--- src/rtl/lffs_pkg.sv ---
// Package for the length-field frame splitter: configuration record,
// register indexes, mode codes and reset values.
// No dependencies.
package lffs_pkg;

    // Framing mode codes
    localparam logic MODE_FIXED        = 1'b0;
    localparam logic MODE_LENGTH_FIELD = 1'b1;

    // Byte order code for the length field
    localparam logic ORDER_LITTLE_ENDIAN = 1'b1;

    // Register indexes (byte address = 4 * index)
    typedef enum logic [2:0] {
        REG_FRAMING_MODE    = 3'd0,
        REG_FIXED_LENGTH    = 3'd1,
        REG_FIELD_OFFSET    = 3'd2,
        REG_FIELD_BYTES     = 3'd3,
        REG_LITTLE_ENDIAN   = 3'd4,
        REG_INCLUDES_HEADER = 3'd5,
        REG_HEADER_BYTES    = 3'd6
    } reg_index_t;

    typedef struct packed {
        logic        framing_mode;
        logic [15:0] fixed_length;
        logic [7:0]  field_offset;
        logic [2:0]  field_bytes;
        logic        little_endian;
        logic        includes_header;
        logic [7:0]  header_bytes;
    } cfg_t;

    localparam logic        RST_FRAMING_MODE    = MODE_FIXED;
    localparam logic [15:0] RST_FIXED_LENGTH    = 16'd1;
    localparam logic [7:0]  RST_FIELD_OFFSET    = 8'd0;
    localparam logic [2:0]  RST_FIELD_BYTES     = 3'd2;
    localparam logic        RST_LITTLE_ENDIAN   = 1'b0;
    localparam logic        RST_INCLUDES_HEADER = 1'b0;
    localparam logic [7:0]  RST_HEADER_BYTES    = 8'd0;

endpackage

--- src/rtl/lffs_frame_core.sv ---
// Frame tracking core: byte counter, length-field gather and frame end flag.
// Depends on lffs_pkg (cfg_t, mode and byte order codes).
module lffs_frame_core #(
    parameter int MAX_FIELD_BYTES = 4,
    parameter int COUNT_BITS      = 32
) (
    input  logic          clk,
    input  logic          rst_n,
    input  lffs_pkg::cfg_t cfg,
    input  logic          accept,
    input  logic [7:0]    rx_byte,
    output logic          frame_end
);
    import lffs_pkg::*;

    localparam logic [COUNT_BITS-1:0] COUNT_MAX = {COUNT_BITS{1'b1}};
    localparam logic [3:0]            MAX_FB    = 4'(MAX_FIELD_BYTES);

    logic [COUNT_BITS-1:0] byte_count_reg, byte_count_next;
    logic [31:0]           length_accum_reg, length_accum_next;
    logic [COUNT_BITS-1:0] frame_total_reg, frame_total_next;
    logic                  header_done_reg, header_done_next;

    logic [COUNT_BITS-1:0] count_inc;
    logic [COUNT_BITS-1:0] pos;
    logic [15:0]           flen;
    logic [3:0]            fb;
    logic [8:0]            min_header;
    logic                  in_field;
    logic [COUNT_BITS-1:0] idx_full;
    logic [2:0]            idx;
    logic [31:0]           accum_g;
    logic [32:0]           total;
    logic [COUNT_BITS-1:0] total_sat;
    logic                  end_c;

    always_comb
    begin
        count_inc = (byte_count_reg != COUNT_MAX) ? byte_count_reg + 1'b1 : byte_count_reg;
        pos       = count_inc - 1'b1;
        flen      = (cfg.fixed_length == 16'd0) ? 16'd1 : cfg.fixed_length;

        fb = {1'b0, cfg.field_bytes};
        if (fb == 4'd0)
            fb = 4'd1;
        if (fb > MAX_FB)
            fb = MAX_FB;
        min_header = {1'b0, cfg.field_offset} + {5'b0, fb};

        in_field = (pos >= COUNT_BITS'(cfg.field_offset)) &&
                   (pos <  COUNT_BITS'(min_header));
        idx_full = pos - COUNT_BITS'(cfg.field_offset);
        idx      = idx_full[2:0];

        // Gather one length byte; overflow past 32 bits saturates
        accum_g = length_accum_reg;
        if (in_field)
        begin
            if (cfg.little_endian == ORDER_LITTLE_ENDIAN)
            begin
                if (idx < 3'd4)
                    accum_g = length_accum_reg | ({24'b0, rx_byte} << {idx[1:0], 3'b000});
                else if (rx_byte != 8'd0)
                    accum_g = 32'hFFFF_FFFF;
            end
            else
            begin
                if (length_accum_reg[31:24] != 8'd0)
                    accum_g = 32'hFFFF_FFFF;
                else
                    accum_g = {length_accum_reg[23:0], rx_byte};
            end
        end

        total = {1'b0, accum_g} +
                (cfg.includes_header ? 33'd0 : {25'b0, cfg.header_bytes});
        total_sat = (total > {{(33-COUNT_BITS){1'b0}}, COUNT_MAX}) ?
                    COUNT_MAX : total[COUNT_BITS-1:0];

        byte_count_next   = count_inc;
        length_accum_next = length_accum_reg;
        frame_total_next  = frame_total_reg;
        header_done_next  = header_done_reg;
        end_c             = 1'b0;

        if (cfg.framing_mode == MODE_FIXED)
        begin
            end_c = (count_inc >= COUNT_BITS'(flen));
        end
        else if (!header_done_reg)
        begin
            length_accum_next = accum_g;
            if (count_inc >= COUNT_BITS'(min_header))
            begin
                frame_total_next = total_sat;
                header_done_next = 1'b1;
                end_c            = (total_sat <= count_inc);
            end
        end
        else
        begin
            end_c = (count_inc >= frame_total_reg);
        end

        if (end_c)
        begin
            byte_count_next   = '0;
            length_accum_next = '0;
            frame_total_next  = '0;
            header_done_next  = 1'b0;
        end
    end

    assign frame_end = end_c;

    always_ff @(posedge clk or negedge rst_n)
    begin
        if (!rst_n)
        begin
            byte_count_reg   <= '0;
            length_accum_reg <= '0;
            frame_total_reg  <= '0;
            header_done_reg  <= 1'b0;
        end
        else if (accept)
        begin
            byte_count_reg   <= byte_count_next;
            length_accum_reg <= length_accum_next;
            frame_total_reg  <= frame_total_next;
            header_done_reg  <= header_done_next;
        end
    end

    // A closed frame leaves the counter at zero
    a_end_clears: assert property (@(posedge clk) disable iff (!rst_n)
        (accept && frame_end) |=> (byte_count_reg == '0 && !header_done_reg))
        else $error("frame end did not clear frame state");

    // Total length is only held once the header is complete
    a_total_needs_header: assert property (@(posedge clk) disable iff (!rst_n)
        !header_done_reg |-> (frame_total_reg == '0))
        else $error("frame total set without header");

endmodule

--- src/rtl/length_field_frame_splitter_unit.sv ---
// Top level of the length-field frame splitter: APB register file,
// frame core and output skid stage. Depends on lffs_pkg, lffs_frame_core.
//
// Usage:
//   Bytes enter on the s_* stream (s_tdata = rx_byte) and leave unchanged on
//   the m_* stream (m_tdata = data_byte) with m_tlast marking the last byte
//   of each frame. Fixed mode cuts every fixed_length bytes; length-field
//   mode reads a 1..MAX_FIELD_BYTES byte length from the header and cuts
//   when the total frame length is reached.
//   Registers sit on the APB port at byte address 4*index; pready is
//   always high, writes land on the access cycle. Write them while idle.
// Throughput and datapath:
//   One byte per cycle unless the sink stalls. An accepted byte is registered
//   (via the skid when stalled) for m_*; the frame decision, one increment,
//   a byte gather, one 33-bit add and compares, is a single stage.
// Stall:
//   A main output register plus a one-entry skid register. When the sink
//   stalls, one more byte is still taken into the skid; s_tready then drops
//   until the sink takes a transaction. No data is lost or repeated.
// Reset:
//   rst_n (async, active low) restores register defaults, clears frame
//   state and empties both output stages.
module length_field_frame_splitter_unit #(
    parameter int MAX_FIELD_BYTES = 4,
    parameter int COUNT_BITS      = 32
) (
    input  logic        clk,
    input  logic        rst_n,
    // APB configuration port
    input  logic        psel,
    input  logic        penable,
    input  logic        pwrite,
    input  logic [4:0]  paddr,
    input  logic [31:0] pwdata,
    output logic [31:0] prdata,
    output logic        pready,
    // Input stream
    input  logic        s_tvalid,
    output logic        s_tready,
    input  logic [7:0]  s_tdata,   // [7:0] rx_byte
    // Output stream
    output logic        m_tvalid,
    input  logic        m_tready,
    output logic [7:0]  m_tdata,   // [7:0] data_byte
    output logic        m_tlast    // frame_end
);
    import lffs_pkg::*;

    cfg_t        cfg_reg;
    logic [2:0]  reg_index;
    logic        cfg_write;

    logic        s_accept;
    logic        frame_end;

    // Output register and skid stage
    logic        out_valid_reg;
    logic [7:0]  out_data_reg;
    logic        out_last_reg;
    logic        skid_valid_reg;
    logic [7:0]  skid_data_reg;
    logic        skid_last_reg;

    assign pready    = 1'b1;
    assign reg_index = paddr[4:2];
    assign cfg_write = psel && penable && pwrite && pready;

    always_ff @(posedge clk or negedge rst_n)
    begin
        if (!rst_n)
        begin
            cfg_reg.framing_mode    <= RST_FRAMING_MODE;
            cfg_reg.fixed_length    <= RST_FIXED_LENGTH;
            cfg_reg.field_offset    <= RST_FIELD_OFFSET;
            cfg_reg.field_bytes     <= RST_FIELD_BYTES;
            cfg_reg.little_endian   <= RST_LITTLE_ENDIAN;
            cfg_reg.includes_header <= RST_INCLUDES_HEADER;
            cfg_reg.header_bytes    <= RST_HEADER_BYTES;
        end
        else if (cfg_write)
        begin
            case (reg_index)
                REG_FRAMING_MODE:    cfg_reg.framing_mode    <= pwdata[0];
                REG_FIXED_LENGTH:    cfg_reg.fixed_length    <= pwdata[15:0];
                REG_FIELD_OFFSET:    cfg_reg.field_offset    <= pwdata[7:0];
                REG_FIELD_BYTES:     cfg_reg.field_bytes     <= pwdata[2:0];
                REG_LITTLE_ENDIAN:   cfg_reg.little_endian   <= pwdata[0];
                REG_INCLUDES_HEADER: cfg_reg.includes_header <= pwdata[0];
                REG_HEADER_BYTES:    cfg_reg.header_bytes    <= pwdata[7:0];
                default: ;
            endcase
        end
    end

    // Read mux, zero extended
    always_comb
    begin
        case (reg_index)
            REG_FRAMING_MODE:    prdata = {31'b0, cfg_reg.framing_mode};
            REG_FIXED_LENGTH:    prdata = {16'b0, cfg_reg.fixed_length};
            REG_FIELD_OFFSET:    prdata = {24'b0, cfg_reg.field_offset};
            REG_FIELD_BYTES:     prdata = {29'b0, cfg_reg.field_bytes};
            REG_LITTLE_ENDIAN:   prdata = {31'b0, cfg_reg.little_endian};
            REG_INCLUDES_HEADER: prdata = {31'b0, cfg_reg.includes_header};
            REG_HEADER_BYTES:    prdata = {24'b0, cfg_reg.header_bytes};
            default:             prdata = 32'd0;
        endcase
    end

    // Input is open as long as the skid slot is free
    assign s_tready = !skid_valid_reg;
    assign s_accept = s_tvalid && s_tready;

    lffs_frame_core #(
        .MAX_FIELD_BYTES (MAX_FIELD_BYTES),
        .COUNT_BITS      (COUNT_BITS)
    ) u_core (
        .clk       (clk),
        .rst_n     (rst_n),
        .cfg       (cfg_reg),
        .accept    (s_accept),
        .rx_byte   (s_tdata),
        .frame_end (frame_end)
    );

    always_ff @(posedge clk or negedge rst_n)
    begin
        if (!rst_n)
        begin
            out_valid_reg  <= 1'b0;
            skid_valid_reg <= 1'b0;
        end
        else
        begin
            if (!out_valid_reg || m_tready)
            begin
                // Output slot frees up: drain skid first, else take new byte
                if (skid_valid_reg)
                begin
                    out_valid_reg  <= 1'b1;
                    out_data_reg   <= skid_data_reg;
                    out_last_reg   <= skid_last_reg;
                    skid_valid_reg <= 1'b0;
                end
                else
                begin
                    out_valid_reg <= s_accept;
                    out_data_reg  <= s_tdata;
                    out_last_reg  <= frame_end;
                end
            end
            else if (s_accept)
            begin
                // Sink stalled: park the new transaction in the skid
                skid_valid_reg <= 1'b1;
                skid_data_reg  <= s_tdata;
                skid_last_reg  <= frame_end;
            end
        end
    end

    assign m_tvalid = out_valid_reg;
    assign m_tdata  = out_data_reg;
    assign m_tlast  = out_last_reg;

    // Skid holds data only behind a full output register
    a_skid_behind_out: assert property (@(posedge clk) disable iff (!rst_n)
        skid_valid_reg |-> out_valid_reg)
        else $error("skid stage full while output empty");

    // Skid content moves to the output once the sink takes a transaction
    a_skid_drains: assert property (@(posedge clk) disable iff (!rst_n)
        (skid_valid_reg && m_tready) |=> (out_valid_reg && !skid_valid_reg))
        else $error("skid stage did not drain");

endmodule
--- config.mk ---
export PLATFORM = sky130hd
export DESIGN_NAME = length_field_frame_splitter_unit
export DESIGN_NICKNAME = d
export VERILOG_FILES = /design/src/rtl/lffs_pkg.sv /design/src/rtl/lffs_frame_core.sv /design/src/rtl/length_field_frame_splitter_unit.sv
export SDC_FILE = /design/constraint.sdc
export NUM_CORES = 1
export LEC_CHECK = 0
export ABC_CLOCK_PERIOD_IN_PS = 17200
export BUFFER_PORTS_ARGS = -buffer_cell sky130_fd_sc_hd__buf_2
export CORE_MARGIN = 2
export CORE_UTILIZATION = 50
export CTS_BUF_LIST = sky130_fd_sc_hd__clkbuf_8 sky130_fd_sc_hd__clkbuf_16
export DETAILED_ROUTE_END_ITERATION = 12
export GPL_ROUTABILITY_DRIVEN = 0
export PLACE_DENSITY = 0.68
export SYNTH_ARGS = -nofsm -noshare
export SYNTH_HDL_FRONTEND = slang
export SYNTH_SLANG_ARGS = --single-unit
--- constraint.sdc ---
create_clock -name clk -period 17.2 [get_ports clk]
set_clock_uncertainty 0.2 [all_clocks]
set_input_delay 0.86 -clock clk [delete_from_list [all_inputs] [get_ports clk]]
set_output_delay 0.86 -clock clk [all_outputs]
set_load 0.02 [all_outputs]
; Word-level counts from Yosys, hierarchy flattened
; Index checks and enable logic that the tools add are counted.
; W data, S select, Z words.
[classes]
div_mod_pow = 0
n_reduce_logical = 27
n_lt_le_gt_ge = 9
n_mux = 32
add_sub_neg = 5
mul = 0
eq_ne = 8
bitwise = 2
n_shift = 1
[op_table]
columns = cell, count
row1 = $mux W32, 15
row2 = $pmux W16 S7, 1
row3 = $add A32 B33 Y33, 1
row4 = $gt A33 B32 Y1 const B, 1
row5 = $add A32 B1 Y32 const B, 1
row6 = $ge A32 B16 Y1, 1
row7 = $ge A32 B32 Y1, 1
row8 = $ge A32 B8 Y1, 1
row9 = $ge A32 B9 Y1, 1
row10 = $le A32 B32 Y1, 1
row11 = $lt A32 B9 Y1, 1
row12 = $ne A32 B32 Y1 const B, 1
row13 = $or A32 B32 Y32, 1
row14 = $shl A8 B5 Y32, 1
row15 = $sub A32 B1 Y32 const B, 1
row16 = $reduce_and A2 Y1, 9
row17 = $logic_not A16 Y1, 1
row18 = $mux W16, 1
row19 = $mux W8, 2
row20 = $reduce_bool A8 Y1, 2
row21 = $mux W1, 11
row22 = $add A8 B4 Y9, 1
row23 = $eq A3 B3 Y1 const B, 3
row24 = $eq A3 B2 Y1 const B, 2
row25 = other kinds (15), 23
[totals]
ff_bits = 155
word_cells = 101
input_bits = 52
output_inout_bits = 44
n_memories = 0
latchBits = 0
ramBits = 0
mem_bits_ro = 0

; Logic depth before layout (Yosys ltp)
; Gate-level depths: netlist of the first run.
[logic_depth]
depth_word = 18
ltp_mapped = 62
ltp_nobuf = 54

; Hierarchy
; Synthesis of the first run repeated with hierarchy kept, for this count alone.
[hier_totals]
cells_unflattened = 1576
area_unflattened_um2 = 13574.3
[by_module_without_submodules]
columns = module, cells_each, seq_area_each_um2, area_per_inst_um2, instances
row1 = lffs_frame_core, 1383, 2427.3, 10911.7, 1
row2 = length_field_frame_splitter_unit, 193, 1544.0, 2662.6, 1

; Worst setup path before layout of the first run
; Ideal clock, no wire load.
[synth_path]
path_type = register -> register
start = register u_core.byte_count_reg[18]
end = register out_last_reg (netlist: m_tlast), data pin
synth_period_minus_slack_ns = 11.235
setup_time_ns = 0.169
t_arrival_ns = 10.866
setup_slack_ns = 5.965
stages_incl_launch_ff = 60
required_ns = 16.831
n_path_buf = 7
path_cell_list = dfrtp_1 > buf_2 > nand4_1 > nor4_1 > buf_2 > buf_1 > nand2_1 > xnor2_1 > ha_1 > nand3_1 > mux2_2 > or3_1 > clkbuf_1 > xnor2_1 > ha_1 > a21o_1 > a211oi_1 > and4_1 > [24 not listed] > a21o_1 > a21oi_1 > nor2b_1 > o21ai_0 > nand2b_1 > a21oi_1 > nor2b_1 > o21ai_0 > nand2_1 > a21o_1 > a21oi_1 > nand4_1 > a41oi_1 > a21oi_1 > and2_1 > clkbuf_1 > buf_4 > o31ai_1
[synth_via]
elab_chain_len = 17
word_cells_on_any_way = 25
cone_classes = add/sub: 4 / order compare: 8 / eq/ne: 1 / shift: 1 / mux: 9 / bitwise: 1 / reduce/logical: 1
[synth_rtl]
columns = element, line_no
row1 = from (decl), lffs_frame_core.sv:19  ; logic [COUNT_BITS-1:0] byte_count_reg, byte_count_next;
row2 = from (signal assigned), lffs_frame_core.sv:127  ; byte_count_reg <= byte_count_next;
row3 = "parallel branches: the longest is 1 deep, another holds $add A32 B1 Y32", -
row4 = $mux W32 (*), lffs_frame_core.sv:39  ; count_inc = (byte_count_reg != COUNT_MAX) ? byte_count_reg + 1'b1 : byte_count_reg;
row5 = $sub A32 B1 Y32, lffs_frame_core.sv:40  ; pos = count_inc - 1'b1;
row6 = $sub A3 B3 Y3, lffs_frame_core.sv:52  ; idx_full = pos - COUNT_BITS'(cfg.field_offset);
row7 = $shl A8 B5 Y32, lffs_frame_core.sv:62  ; accum_g = length_accum_reg | ({24'b0, rx_byte} << {idx[1:0], 3'b000});
row8 = $or A32 B32 Y32, lffs_frame_core.sv:62
row9 = $mux W32, lffs_frame_core.sv:61  ; if (idx < 3'd4)
row10 = $mux W32, lffs_frame_core.sv:59  ; if (cfg.little_endian == ORDER_LITTLE_ENDIAN)
row11 = $mux W32, lffs_frame_core.sv:57  ; if (in_field)
row12 = $add A32 B33 Y33, lffs_frame_core.sv:75  ; total = {1'b0, accum_g} +
row13 = $gt A33 B32 Y1, lffs_frame_core.sv:77  ; total_sat = (total > {{(33-COUNT_BITS){1'b0}}, COUNT_MAX}) ?
row14 = $mux W32, lffs_frame_core.sv:77
row15 = $le A32 B32 Y1, lffs_frame_core.sv:97  ; end_c = (total_sat <= count_inc);
row16 = $mux W1, lffs_frame_core.sv:93  ; if (count_inc >= COUNT_BITS'(min_header))
row17 = $mux W1, lffs_frame_core.sv:90  ; else if (!header_done_reg)
row18 = $mux W1 (*), lffs_frame_core.sv:86  ; if (cfg.framing_mode == MODE_FIXED)
row19 = $mux W1 (*), length_field_frame_splitter_unit.sv:138  ; if (skid_valid_reg)
row20 = to (signal assigned), length_field_frame_splitter_unit.sv:142  ; out_last_reg <= skid_last_reg;
row21 = to (signal assigned), length_field_frame_splitter_unit.sv:149  ; out_last_reg <= frame_end;
row22 = to (decl), length_field_frame_splitter_unit.sv:59  ; logic out_last_reg;
; Mark *: on every way between the ends.
; A chain may end at the register's enable or synchronous reset.

; Final worst setup path of the first run
[layout_path]
start = register u_core.byte_count_reg[0]
end = register u_core.length_accum_reg[23]
[layout_via]
elab_chain_len = 18
word_cells_on_any_way = 30
cone_classes = add/sub: 4 / order compare: 8 / eq/ne: 2 / shift: 1 / mux: 11 / bitwise: 1 / reduce/logical: 3
[layout_rtl]
columns = element, line_no
row1 = $add A32 B1 Y32 / $ne A32 B32 Y1 (equally long branches), lffs_frame_core.sv:39
row2 = $mux W32 (*), lffs_frame_core.sv:39
row3 = $sub A32 B1 Y32, lffs_frame_core.sv:40
row4 = $sub A3 B3 Y3, lffs_frame_core.sv:52
row5 = $shl A8 B5 Y32, lffs_frame_core.sv:62
row6 = $or A32 B32 Y32, lffs_frame_core.sv:62
row7 = $mux W32, lffs_frame_core.sv:61
row8 = $mux W32, lffs_frame_core.sv:59
row9 = [2 not listed], -
row10 = $gt A33 B32 Y1, lffs_frame_core.sv:77
row11 = $mux W32, lffs_frame_core.sv:77
row12 = $le A32 B32 Y1, lffs_frame_core.sv:97
row13 = $mux W1, lffs_frame_core.sv:93
row14 = $mux W1, lffs_frame_core.sv:90
row15 = $mux W1, lffs_frame_core.sv:86
row16 = $ne A2 B2 Y1 (no source line) / $reduce_bool A2 Y1 (equally long branches), -
row17 = $reduce_and A3 Y1 (no source line), -
row18 = to (signal assigned), lffs_frame_core.sv:128  ; length_accum_reg <= length_accum_next;
row19 = to (decl), lffs_frame_core.sv:20  ; logic [31:0] length_accum_reg, length_accum_next;
; Mark *: on every way between the ends. The rest lies on a longest branch, timed or not. The select of a mux whose other input is x is not followed.

==> metrics.md, run 1 <==
| Metric | Value |
|---|---|
| Min Clock Period, post-route | 15.17 ns |
| Ys async rst share | 0.8839 |
| Most frequent CP cell | a21o_1 |
| Initial antenna violation count | 0 |
| Final setup violation count | 0 |
| Final setup TNS | 0 ns |
| Iteration-0 DRC Markers | 1143 |
| PD cells | 126.9 nW/um2 |
| Root buf cell | clkbuf_16 |
| Setup Buffers After CTS | 0 |
| Fin nets | 1647 |
| N_diodes | 0 |
| Cell Rows | 58 |
| Detailed Routing Iterations Pass 1 | 5 |
| CP required | 17.27 ns |
| RSZ-0062 raised after global routing | false |
| Resized cells post-CTS | 0 |
| Vias per cell | 6.176 |
| Worst hold margin | 0.1195 ns |
| Fin crit share | 0.8820 |
| Synth Flop Type | dfrtp_1 |
| Post-synth top area share | 0.2690 |
| Share of cells above drive strength 1 | 0.1150 |
| Wirelength, routed | 36.02 mm |
| First-pass GRT wire length | 57.66 mm |
| DRC violations left | 0 |
| All-layer global routing usage | 0.2777 |
| Crit path max fanout | 27 |
| Die area | 26400 um2 |
| Die Span X | 162.5 um |
| Slowest stage cell on the critical path | nand2_1 |
| Post-synth EDFFs | 18 |
| Synth area leaders | dfrtp_1, ha_1, edfxtp_1, nand2_1, xnor2_1 |
| Synth cell count leaders | dfrtp_1, nand2_1, nor2_1, ha_1, inv_1 |
| Buf/Inv on CP | 2 |
| Vias post-DR | 11.33k |
| PnR worst setup slack | 2.030 ns |
| Core region area | 24890 um2 |
| Vias in the first global route | 10.96k |
| CTS HTree Levels | 4 |
| CTS tree | built |
| Setup crit start kind | register |
| Fmax achieved | 65.92 MHz |
| Routed len/inst | 19.63 um |
| Fin. max-slew vios | 0 |
| CP top delay family | simple AND/OR/NAND/NOR gates |
| Crit path kind | register to register |
| TritonCTS buffer count | 17 |
| Synth unique cells | 82 |
| Flop2flop setup slack | 2.03 ns |
| Fin. Hold Viols | 0 |
| Post-Synthesis Cells | 1468 |
| Max incr delay on CP | 0.93 ns |
| Largest net degree at the start of global routing | 61 |
| # fillers | 2285 |
| Worst VDD drop | 79.67 uV |
| Max-Cap Viols | 0 |
| Max reg flops | 38 |
| Clock buffer depth | 2 |
| Detailed placement HPWL | 27.08 mm |
| Worst setup EP type | register |
| Yosys Warn Count | 0 |
| Global route overflow | 0 |
| Pre-CTS setup slack | 2.463 ns |
| Synth Register Bits | 155 |
| Outcome | finished, final reports clean |
| Sequential share of the synthesized area | 0.3162 |
| Hold_buf cts | 0 |
| Hold Path Class | primary input to async pin |
| Post-route ant nets | 0 |
| Clock Latency Late Sink | 0.45 ns |
| Mapped Area | 12560 um2 |
| Fin cells | 1835 |
| Chip height | 162.5 um |
| Count leader, synth | dfrtp_1 |
| Placed cells | 1803 |
| P_leak | 6.137 nW |
| Area Growth Syn to Fin | 8.788% |
| Synth area leader | dfrtp_1 |
| Initial Util | 0.5045 |
| # clock sinks | 155 |
| Avg Synthesized Cell Area | 8.555 um2 |
| Relative slew margins | 0.1780 |
| IO Pins | 96 |
| CP Data Arrival Time | 15.24 ns |
| Reg clk slew, reported paths | 0.08 ns |
| Slew @ Worst Pin | 1.230 ns |
| I/O Buffers | 60 |
power by group:
part | internal [W] | switching (W)
Clock | 0.000196 | 0.000187
Sequential | 0.000410 | 0.0000497
Combinational | 0.000332 | 0.000560
Total | 0.000938 | 0.000796
kinds of logic (layout without fill, tap and decap cells):
| logic type | after synthesis | in the layout | share of synthesized area |
|---|---|---|---|
| mux | 42 | 42 | 0.03656 |
| simple gates | 524 | 524 | 0.2150 |
| xor+xnor | 86 | 86 | 0.05998 |
| other cells | 2 | 17 | 0.0005980 |
| flops | 155 | 155 | 0.3162 |
| buf+inv | 184 | 206 | 0.06197 |
| compound gates | 362 | 362 | 0.1973 |
| fa+ha+maj | 113 | 113 | 0.1124 |
area by class of cell:
class | count | area (um2) | share of cell area
clock inverters | 15 | 173.9 | 0.01273
repair buffers | 73 | 404.1 | 0.02958
flip-flops and latches | 155 | 3971 | 0.2907
clock buffers | 17 | 425.4 | 0.03114
multi-input cells | 1144 | 7895 | 0.5779
well taps | 330 | 412.9 | 0.03022
inverters | 101 | 379.1 | 0.02775
routing by layer:
metal / track usage / vias to the layer above / part of all wire
met4: 0.1191 / 0 / 0.041
li1: - / 5368 / -
met2: 0.4592 / 430 / 0.47
met1: 0.3626 / 5439 / 0.43
met5: 0 / - / 0
met3: 0.04278 / 96 / 0.061
cells in the final DEF (no fill, tap or decap), drive strengths merged, types with 17 or more instances in the layout:
master / count
nor2b: 28
conb: 17
mux2: 31
nor2: 120
a32o: 30
buf: 73
clkbuf: 17
inv: 108
edfxtp: 18
ha: 100
nand2: 130
or3: 18
nand2b: 17
xnor2: 55
a21o: 35
nand4: 37
o31ai: 25
a211oi: 17
o21ai: 75
nand3: 42
a31oi: 19
dfrtp: 135
nor3: 39
xor2: 31
nor4: 25
a21oi: 62
final timing paths:
path,startpoint,endpoint,cells past startpoint
max,u_core.byte_count_reg[0],u_core.length_accum_reg[23],53
min,rst_n,u_core.byte_count_reg[25],1
max reg2reg,u_core.byte_count_reg[0],u_core.length_accum_reg[23],53
min reg2reg,u_core.frame_total_reg[30],u_core.frame_total_reg[30],1
max in group asynchronous,rst_n,u_core.frame_total_reg[4],2
min in group clk,u_core.frame_total_reg[30],u_core.frame_total_reg[30],1
worst reg2reg max path: cells and delay by family (launching register included):
family                     cells  cell delay (ns)
adders and majority gates      6             1.79
and+or+nand+nor               22             7.43
buffers and inverters          2             0.12
AOI/OAI and AO/OA             20             3.72
xor gates and xnor gates       2             0.90
DFF                            1             0.52
muxes                          1             0.33
through the flow:
| step | power [W] | util | instance area, um2 |
|---|---|---|---|
| 2_1_floorplan | 0.001100 | - | 12610 |
| 3_3_place_gp | 0.001312 | 0.5248 | 13060 |
| 3_5_place_dp | 0.001334 | 0.5248 | 13060 |
| 4_1_cts | 0.001727 | 0.5489 | 13660 |
| 5_1_grt | 0.001856 | 0.5489 | 13660 |
| 6_report | 0.001734 | 0.5489 | 13660 |
(Power assumes the default switching activity.)
==> inputs of run 2 (changes only) <==
CAP_MARGIN = 20   (was unset)
PLACE_DENSITY = 0.66   (was 0.68)
==> run 2 against run 1 <==
Net effect:
- worst hold slack better by 0.022 ns
- register-to-register slack better by 0.84 ns
- routed wire length is 0.17% lower
- sequential share of layout area is 0.19 points lower
- worst setup slack better by 0.84 ns
- cell area is 0.65% higher
- die area stayed put
- largest cell class unchanged
- highest routed layer unchanged
==> metrics.md, run 2 (synthesized netlist as in run 1, its figures left out) <==
| Metric | Value |
|---|---|
| Routed len/inst | 19.53 um (was 19.63 um) |
| Reg clk slew, reported paths | 0.07 ns (was 0.08 ns) |
| Pre-CTS setup slack | 3.157 ns (was 2.463 ns) |
| Crit Reg-Reg Startpoint | u_core.byte_count_reg[16] (was u_core.byte_count_reg[0]) |
| Most common cell after layout, fill and taps aside | dfrtp_1 (unchanged) |
| Vias in the first global route | 10.86k (was 10.96k) |
| Worst reg2reg endpoint | u_core.frame_total_reg[7] (was u_core.length_accum_reg[23]) |
| Clock Latency Late Sink | 0.44 ns (was 0.45 ns) |
| Final setup TNS | 0 ns (unchanged) |
| Final setup violation count | 0 (unchanged) |
| Max reg flops | 38 (unchanged) |
| Vias per cell | 6.114 (was 6.176) |
| Most frequent CP cell | a21o_1 (unchanged) |
| Detailed Routing Iterations Pass 1 | 5 (unchanged) |
| Flop2flop setup slack | 2.87 ns (was 2.03 ns) |
| Fin. max-slew vios | 0 (unchanged) |
| Wirelength, routed | 35.96 mm (was 36.02 mm) |
| Fin crit share | 0.8329 (was 0.8820) |
| TritonCTS buffer count | 17 (unchanged) |
| Worst hold margin | 0.1419 ns (was 0.1195 ns) |
| Root buf cell | clkbuf_16 (unchanged) |
| CP required | 17.32 ns (was 17.27 ns) |
| Die area | 26400 um2 (unchanged) |
| # clock sinks | 155 (unchanged) |
| I/O Buffers | 60 (unchanged) |
| DRC violations left | 0 (unchanged) |
| Initial Util | 0.5045 (unchanged) |
| Crit path kind | register to register (unchanged) |
| Detailed placement HPWL | 27.16 mm (was 27.08 mm) |
| Max-Cap Viols | 0 (unchanged) |
| Relative slew margins | 0.4125 (was 0.1780) |
| Iteration-0 DRC Markers | 1205 (was 1143) |
| Max incr delay on CP | 0.68 ns (was 0.93 ns) |
| CTS HTree Levels | 4 (unchanged) |
| Crit path max fanout | 30 (was 27) |
| CP Data Arrival Time | 14.44 ns (was 15.24 ns) |
| PD cells | 129.4 nW/um2 (was 126.9 nW/um2) |
| All-layer global routing usage | 0.2774 (was 0.2777) |
| Area Growth Syn to Fin | 9.495% (was 8.788%) |
| Post-route ant nets | 0 (unchanged) |
| IO Pins | 96 (unchanged) |
| Largest net degree at the start of global routing | 54 (was 61) |
| Min Clock Period, post-route | 14.33 ns (was 15.17 ns) |
| Most frequent cells in the layout | dfrtp_1, nand2_1, nor2_1 (unchanged) |
| Vias post-DR | 11.26k (was 11.33k) |
| Resized cells post-CTS | 0 (unchanged) |
| N_diodes | 0 (unchanged) |
| First-pass GRT wire length | 57.75 mm (was 57.66 mm) |
| Critical Path Source | u_core.byte_count_reg[16] (was u_core.byte_count_reg[0]) |
| Fin. Hold Viols | 0 (unchanged) |
| Critical path endpoint | u_core.frame_total_reg[7] (was u_core.length_accum_reg[23]) |
| Hold Path Class | primary input to async pin (unchanged) |
| Share of cells above drive strength 1 | 0.1185 (was 0.1150) |
| Placed cells | 1809 (was 1803) |
| Die Span X | 162.5 um (unchanged) |
| CTS tree | built (unchanged) |
| RSZ-0062 raised after global routing | false (unchanged) |
| Worst setup EP type | register (unchanged) |
| Fmax achieved | 69.81 MHz (was 65.92 MHz) |
| PnR worst setup slack | 2.875 ns (was 2.030 ns) |
| Worst VDD drop | 97.96 uV (was 79.67 uV) |
| Fin nets | 1653 (was 1647) |
| Slew @ Worst Pin | 0.8750 ns (was 1.230 ns) |
| Setup Buffers After CTS | 0 (unchanged) |
| Initial antenna violation count | 0 (unchanged) |
| Global route overflow | 0 (unchanged) |
| Setup crit start kind | register (unchanged) |
| Hold_buf cts | 0 (unchanged) |
| Reg2reg path depth | 52 (was 53) |
| Cell Rows | 58 (unchanged) |
| Core region area | 24890 um2 (unchanged) |
| Chip height | 162.5 um (unchanged) |
| Outcome | finished, final reports clean (unchanged) |
| Clock buffer depth | 2 (unchanged) |
| Tot Pwr | 0.001779 W (was 0.001734 W) |
| P_leak | 6.183 nW (was 6.137 nW) |
| Slowest stage cell on the critical path | and4b_1 (was nand2_1) |
| Fin cells | 1841 (was 1835) |
[run 2: cell types whose count changed in the layout (fill, tap and decap cells not counted), sizes merged]
| cell | change |
|---|---|
| buf | +6 |
| bufinv | +3 |
| clkinv | -7 |
| clkinvlp | +2 |
| inv | +2 |
[run 2: worst min-delay path by stage]
stage                                start                     endpoint  slack [ns]  cells after the start
3_5_place_dp   u_core.length_accum_reg[18]  u_core.length_accum_reg[18]        0.28                      2
6_report                             rst_n    u_core.byte_count_reg[24]        0.14                      1
4_1_cts                              rst_n    u_core.byte_count_reg[24]        0.17                      1
3_3_place_gp   u_core.length_accum_reg[18]  u_core.length_accum_reg[18]        0.26                      2
2_1_floorplan  u_core.length_accum_reg[18]  u_core.length_accum_reg[18]        0.25                      2
5_1_grt                              rst_n    u_core.byte_count_reg[24]        0.18                      1
[run 2: layout make-up]
cell class	count	area, um2
Multi-Input combinational cell	1144	7895
Clock inverter	15	197.7
Tap cell	330	412.9
Timing Repair Buffer	79	469.2
Fill cell	2265	11140
Clock buffer	17	425.4
Sequential cell	155	3971
Inverter	101	379.1
[run 2: power breakdown]
part	total [W]	internal (W)	switching (W)
sequential	0.000459	0.000410	0.0000488
clock	0.000416	0.000234	0.000181
combinational	0.000905	0.000347	0.000558
[run 2: per-stage QoR]
stage,util,area (um2)
after floorplan,-,12610
after global placement,0.5263,13100
after detailed placement,0.5274,13130
after CTS,0.5524,13750
after global routing,0.5524,13750
final,0.5524,13750
[run 2: worst max-delay path: cells and delay by family, from the launching register on]
kind                     cells  cell delay, ns
buffers and inverters        2            0.67
AND/OR/NAND/NOR             22            6.35
adder cells (fa/ha/maj)      4            1.28
flip-flops                   1            0.57
multiplexers                 1            0.32
XOR/XNOR                     2            0.83
AO/OA/AOI/OAI               21            3.96
[run 2: metal layers]
| metal | global-route usage | vias up | share of wire |
|---|---|---|---|
| met5 | 0 | - | 0 |
| met4 | 0.08970 | 0 | 0.024 |
| met3 | 0.03183 | 58 | 0.058 |
| met2 | 0.4646 | 389 | 0.47 |
| met1 | 0.3760 | 5442 | 0.44 |
| li1 | - | 5366 | - |
==> inputs of run 3 (changes only) <==
ABC_AREA = 1   (was unset)
ABC_CLOCK_PERIOD_IN_PS = 14650   (was 17200)
clock period = 14.65 ns   (was 17.2 ns; I/O delays follow)
==> run 3 against run 2 <==
Net effect:
- worst hold slack improved by 0.13 ns
- synthesized cell count grew 35%
- utilization about the same
- sequential share of layout area is 1.5 points lower
- clock power rose by 14%
- largest power group unchanged
==> metrics.md, run 3 <==
| Metric | Value |
|---|---|
| Routed len/inst | 17.55 um (was 19.53 um) |
| IO Pins | 96 (unchanged) |
| Final setup violation count | 0 (unchanged) |
| Count leader, synth | nand2_1 (was dfrtp_1) |
| Crit Reg-Reg Startpoint | u_core.byte_count_reg[0] (was u_core.byte_count_reg[16]) |
| Vias in the first global route | 12.60k (was 10.86k) |
| RSZ-0062 raised after global routing | false (unchanged) |
| Most frequent CP cell | nand2_1 (was a21o_1) |
| Worst setup EP type | register (unchanged) |
| Chip height | 167.8 um (was 162.5 um) |
| DRC violations left | 0 (unchanged) |
| Vias post-DR | 13.40k (was 11.26k) |
| Avg Synthesized Cell Area | 6.761 um2 (was 8.555 um2) |
| Sequential share of the synthesized area | 0.2961 (was 0.3162) |
| Post-route ant nets | 0 (unchanged) |
| Initial Util | 0.5118 (was 0.5045) |
| Die area | 28150 um2 (was 26400 um2) |
| Crit path max fanout | 50 (was 30) |
| Synth area leader | dfrtp_1 (unchanged) |
| Tot Pwr | 0.002552 W (was 0.001779 W) |
| Synth cell count leaders | nand2_1, inv_1, nor2_1, nand3_1, dfrtp_1 (was dfrtp_1, nand2_1, nor2_1, ha_1, inv_1) |
| Setup crit start kind | register (unchanged) |
| P_leak | 7.497 nW (was 6.183 nW) |
| PnR worst setup slack | 2.713 ns (was 2.875 ns) |
| All-layer global routing usage | 0.2991 (was 0.2774) |
| Share of cells above drive strength 1 | 0.08809 (was 0.1185) |
| Worst VDD drop | 102.7 uV (was 97.96 uV) |
| Clock Latency Late Sink | 0.45 ns (was 0.44 ns) |
| Reg2reg path depth | 50 (was 52) |
| Switching pwr | 0.001340 W (was 0.0007882 W) |
| Fin. max-slew vios | 0 (unchanged) |
| Fin nets | 2174 (was 1653) |
| Yosys Warn Count | 0 (unchanged) |
| Mapped Area | 13410 um2 (was 12560 um2) |
| Root buf cell | clkbuf_16 (unchanged) |
| CP Data Arrival Time | 12.10 ns (was 14.44 ns) |
| Slew @ Worst Pin | 1.166 ns (was 0.8750 ns) |
| Largest family of logic cells by synthesized area | simple AND/OR/NAND/NOR gates (unchanged) |
| Fin cells | 2367 (was 1841) |
| Global route overflow | 0 (unchanged) |
| Sequential power share | 0.212 (was 0.258) |
| Simple-gate share of the synthesized area | 0.3354 (was 0.2150) |
| CP required | 14.81 ns (was 17.32 ns) |
| Comb pwr share | 0.602 (was 0.509) |
| Synth unique cells | 55 (was 82) |
| Switching share of power | 0.5253 (was 0.4431) |
| Reg clk slew, reported paths | 0.08 ns (was 0.07 ns) |
| Slowest stage cell on the critical path | nor4_1 (was and4b_1) |
| First-pass GRT wire length | 66.95 mm (was 57.75 mm) |
| Final setup TNS | 0 ns (unchanged) |
| Post-synth EDFFs | 18 (unchanged) |
| Worst reg2reg endpoint | u_core.length_accum_reg[22] (was u_core.frame_total_reg[7]) |
| Most frequent cells in the layout | nand2_1, inv_1, nor2_1 (was dfrtp_1, nand2_1, nor2_1) |
| Hold Path Class | register to register (was primary input to async pin) |
| TritonCTS buffer count | 17 (unchanged) |
| Post-Synthesis Cells | 1984 (was 1468) |
| Power share of the clock group | 0.186 (was 0.234) |
| CTS tree | built (unchanged) |
| Max reg flops | 38 (unchanged) |
| Area share of xor/xnor cells in the synthesized design | 0.03069 (was 0.05998) |
| Cell Rows | 59 (was 58) |
| Max-Cap Viols | 0 (unchanged) |
| Detailed Routing Iterations Pass 1 | 5 (unchanged) |
| Pre-CTS setup slack | 2.987 ns (was 3.157 ns) |
| WHS Endpoint | u_core.frame_total_reg[5] |
| Initial antenna violation count | 0 (unchanged) |
| Clock buffer depth | 2 (unchanged) |
| Fin. Hold Viols | 0 (unchanged) |
| Int Pwr | 0.001211 W (was 0.0009906 W) |
| Synth Flop Type | dfrtp_1 (unchanged) |
| Flop2flop setup slack | 2.71 ns (was 2.87 ns) |
| Iteration-0 DRC Markers | 1253 (was 1205) |
| Wirelength, routed | 41.55 mm (was 35.96 mm) |
| Post-synth top area share | 0.2519 (was 0.2690) |
| N_diodes | 0 (unchanged) |
| Core region area | 26210 um2 (was 24890 um2) |
| I/O Buffers | 60 (unchanged) |
| Area Growth Syn to Fin | 7.967% (was 9.495%) |
| Die Span X | 167.8 um (was 162.5 um) |
| Most common cell after layout, fill and taps aside | nand2_1 (was dfrtp_1) |
| Detailed placement HPWL | 31.95 mm (was 27.16 mm) |
| Placed cells | 2333 (was 1809) |
| Fin crit share | 0.8148 (was 0.8329) |
| Synth area leaders | dfrtp_1, nand2_1, ha_1, inv_1, nand3_1 (was dfrtp_1, ha_1, edfxtp_1, nand2_1, xnor2_1) |
| Post-synthesis compound-gate area fraction | 0.1288 (was 0.1973) |
| Relative slew margins | 0.2196 (was 0.4125) |
| PD cells | 176.2 nW/um2 (was 129.4 nW/um2) |
| Worst hold margin | 0.2734 ns (was 0.1419 ns) |
| Min-Delay Startpoint | u_core.frame_total_reg[5] |
| Hold Path Depth | 2 |
| Synth Register Bits | 155 (unchanged) |
| Min Clock Period, post-route | 11.94 ns (was 14.33 ns) |
| # fillers | 2562 (was 2265) |
| Ys async rst share | 0.8839 (unchanged) |
| Outcome | finished, final reports clean (unchanged) |
| Vias per cell | 5.659 (was 6.114) |
| # clock sinks | 155 (unchanged) |
| Max incr delay on CP | 0.64 ns (was 0.68 ns) |
| Adder-cell share of the synthesized area | 0.09776 (was 0.1124) |
| Fmax achieved | 83.77 MHz (was 69.81 MHz) |
| Largest net degree at the start of global routing | 54 (unchanged) |
| CTS HTree Levels | 4 (unchanged) |
| Crit path kind | register to register (unchanged) |
| Post-synthesis mux area share | 0 (was 0.03656) |
==> run 3: through the flow <==
stage                     area (um2)    util
after CTS                      14450  0.5515
after floorplan                13470       -
after global routing           14480  0.5526
final                          14480  0.5526
after global placement         13840  0.5281
after detailed placement       13840  0.5281
==> run 3: critical path, delay by kind of cell, from the launching register on <==
kind | cells | cell delay (ns)
buffers and inverters | 4 | 0.87
AOI/OAI and AO/OA | 7 | 1.98
and+or+nand+nor | 32 | 6.15
DFF | 1 | 0.56
xor gates and xnor gates | 2 | 0.35
adders and majority gates | 5 | 1.67
==> run 3: how the worst max path moves through the flow <==
stage	from	to	slack, ns	cells after the start
finish	u_core.byte_count_reg[0]	u_core.length_accum_reg[22]	2.71	50
global route	u_core.byte_count_reg[0]	u_core.length_accum_reg[24]	1.68	52
CTS	u_core.byte_count_reg[0]	u_core.length_accum_reg[22]	2.95	52
floorplan	u_core.byte_count_reg[0]	u_core.byte_count_reg[20]	6.50	57
global placement	u_core.byte_count_reg[0]	u_core.length_accum_reg[12]	3.27	50
detailed placement	u_core.byte_count_reg[0]	u_core.length_accum_reg[22]	2.99	52
==> run 3: area by class of cell <==
| class | count | area (um2) | share of cell area |
|---|---|---|---|
| clock buffer | 17 | 425.4 | 0.02938 |
| clock inverter | 15 | 178.9 | 0.01236 |
| inverter | 289 | 1085 | 0.07491 |
| multi-input combinational | 1488 | 8013 | 0.5533 |
| sequential | 155 | 3971 | 0.2742 |
| tap | 335 | 419.2 | 0.02894 |
| timing repair buffer | 68 | 389.1 | 0.02687 |
==> run 3: power groups by stage <==
stage	logic, W	registers, W	clock network [W]
after floorplan	0.00112	0.000534	0
after global placement	0.00146	0.000546	0
after detailed placement	0.00149	0.000548	0
after CTS	0.00150	0.000540	0.000480
after global routing	0.00171	0.000548	0.000497
final	0.00154	0.000542	0.000474
==> run 3: cells by family after synthesis <==
logic type      after synthesis
flops                       155
other cells                   2
buf+inv                     356
fa+ha+maj                   103
xor+xnor                     47
simple gates               1031
compound gates              290
==> run 3: timing repair <==
item                      CTS  global route
resized for setup           0             0
buffers inserted            0             0
hold buffers                1             0
hold endpoints to repair    1             0
==> run 3: metal layers <==
metal  up-vias  wire, um  global-route usage
li1       6541         -                   -
met1      6243     18440              0.4169
met2       543     18730              0.4763
met3        68      3137             0.04678
met4         0      1246             0.09981
met5         -         0                   0
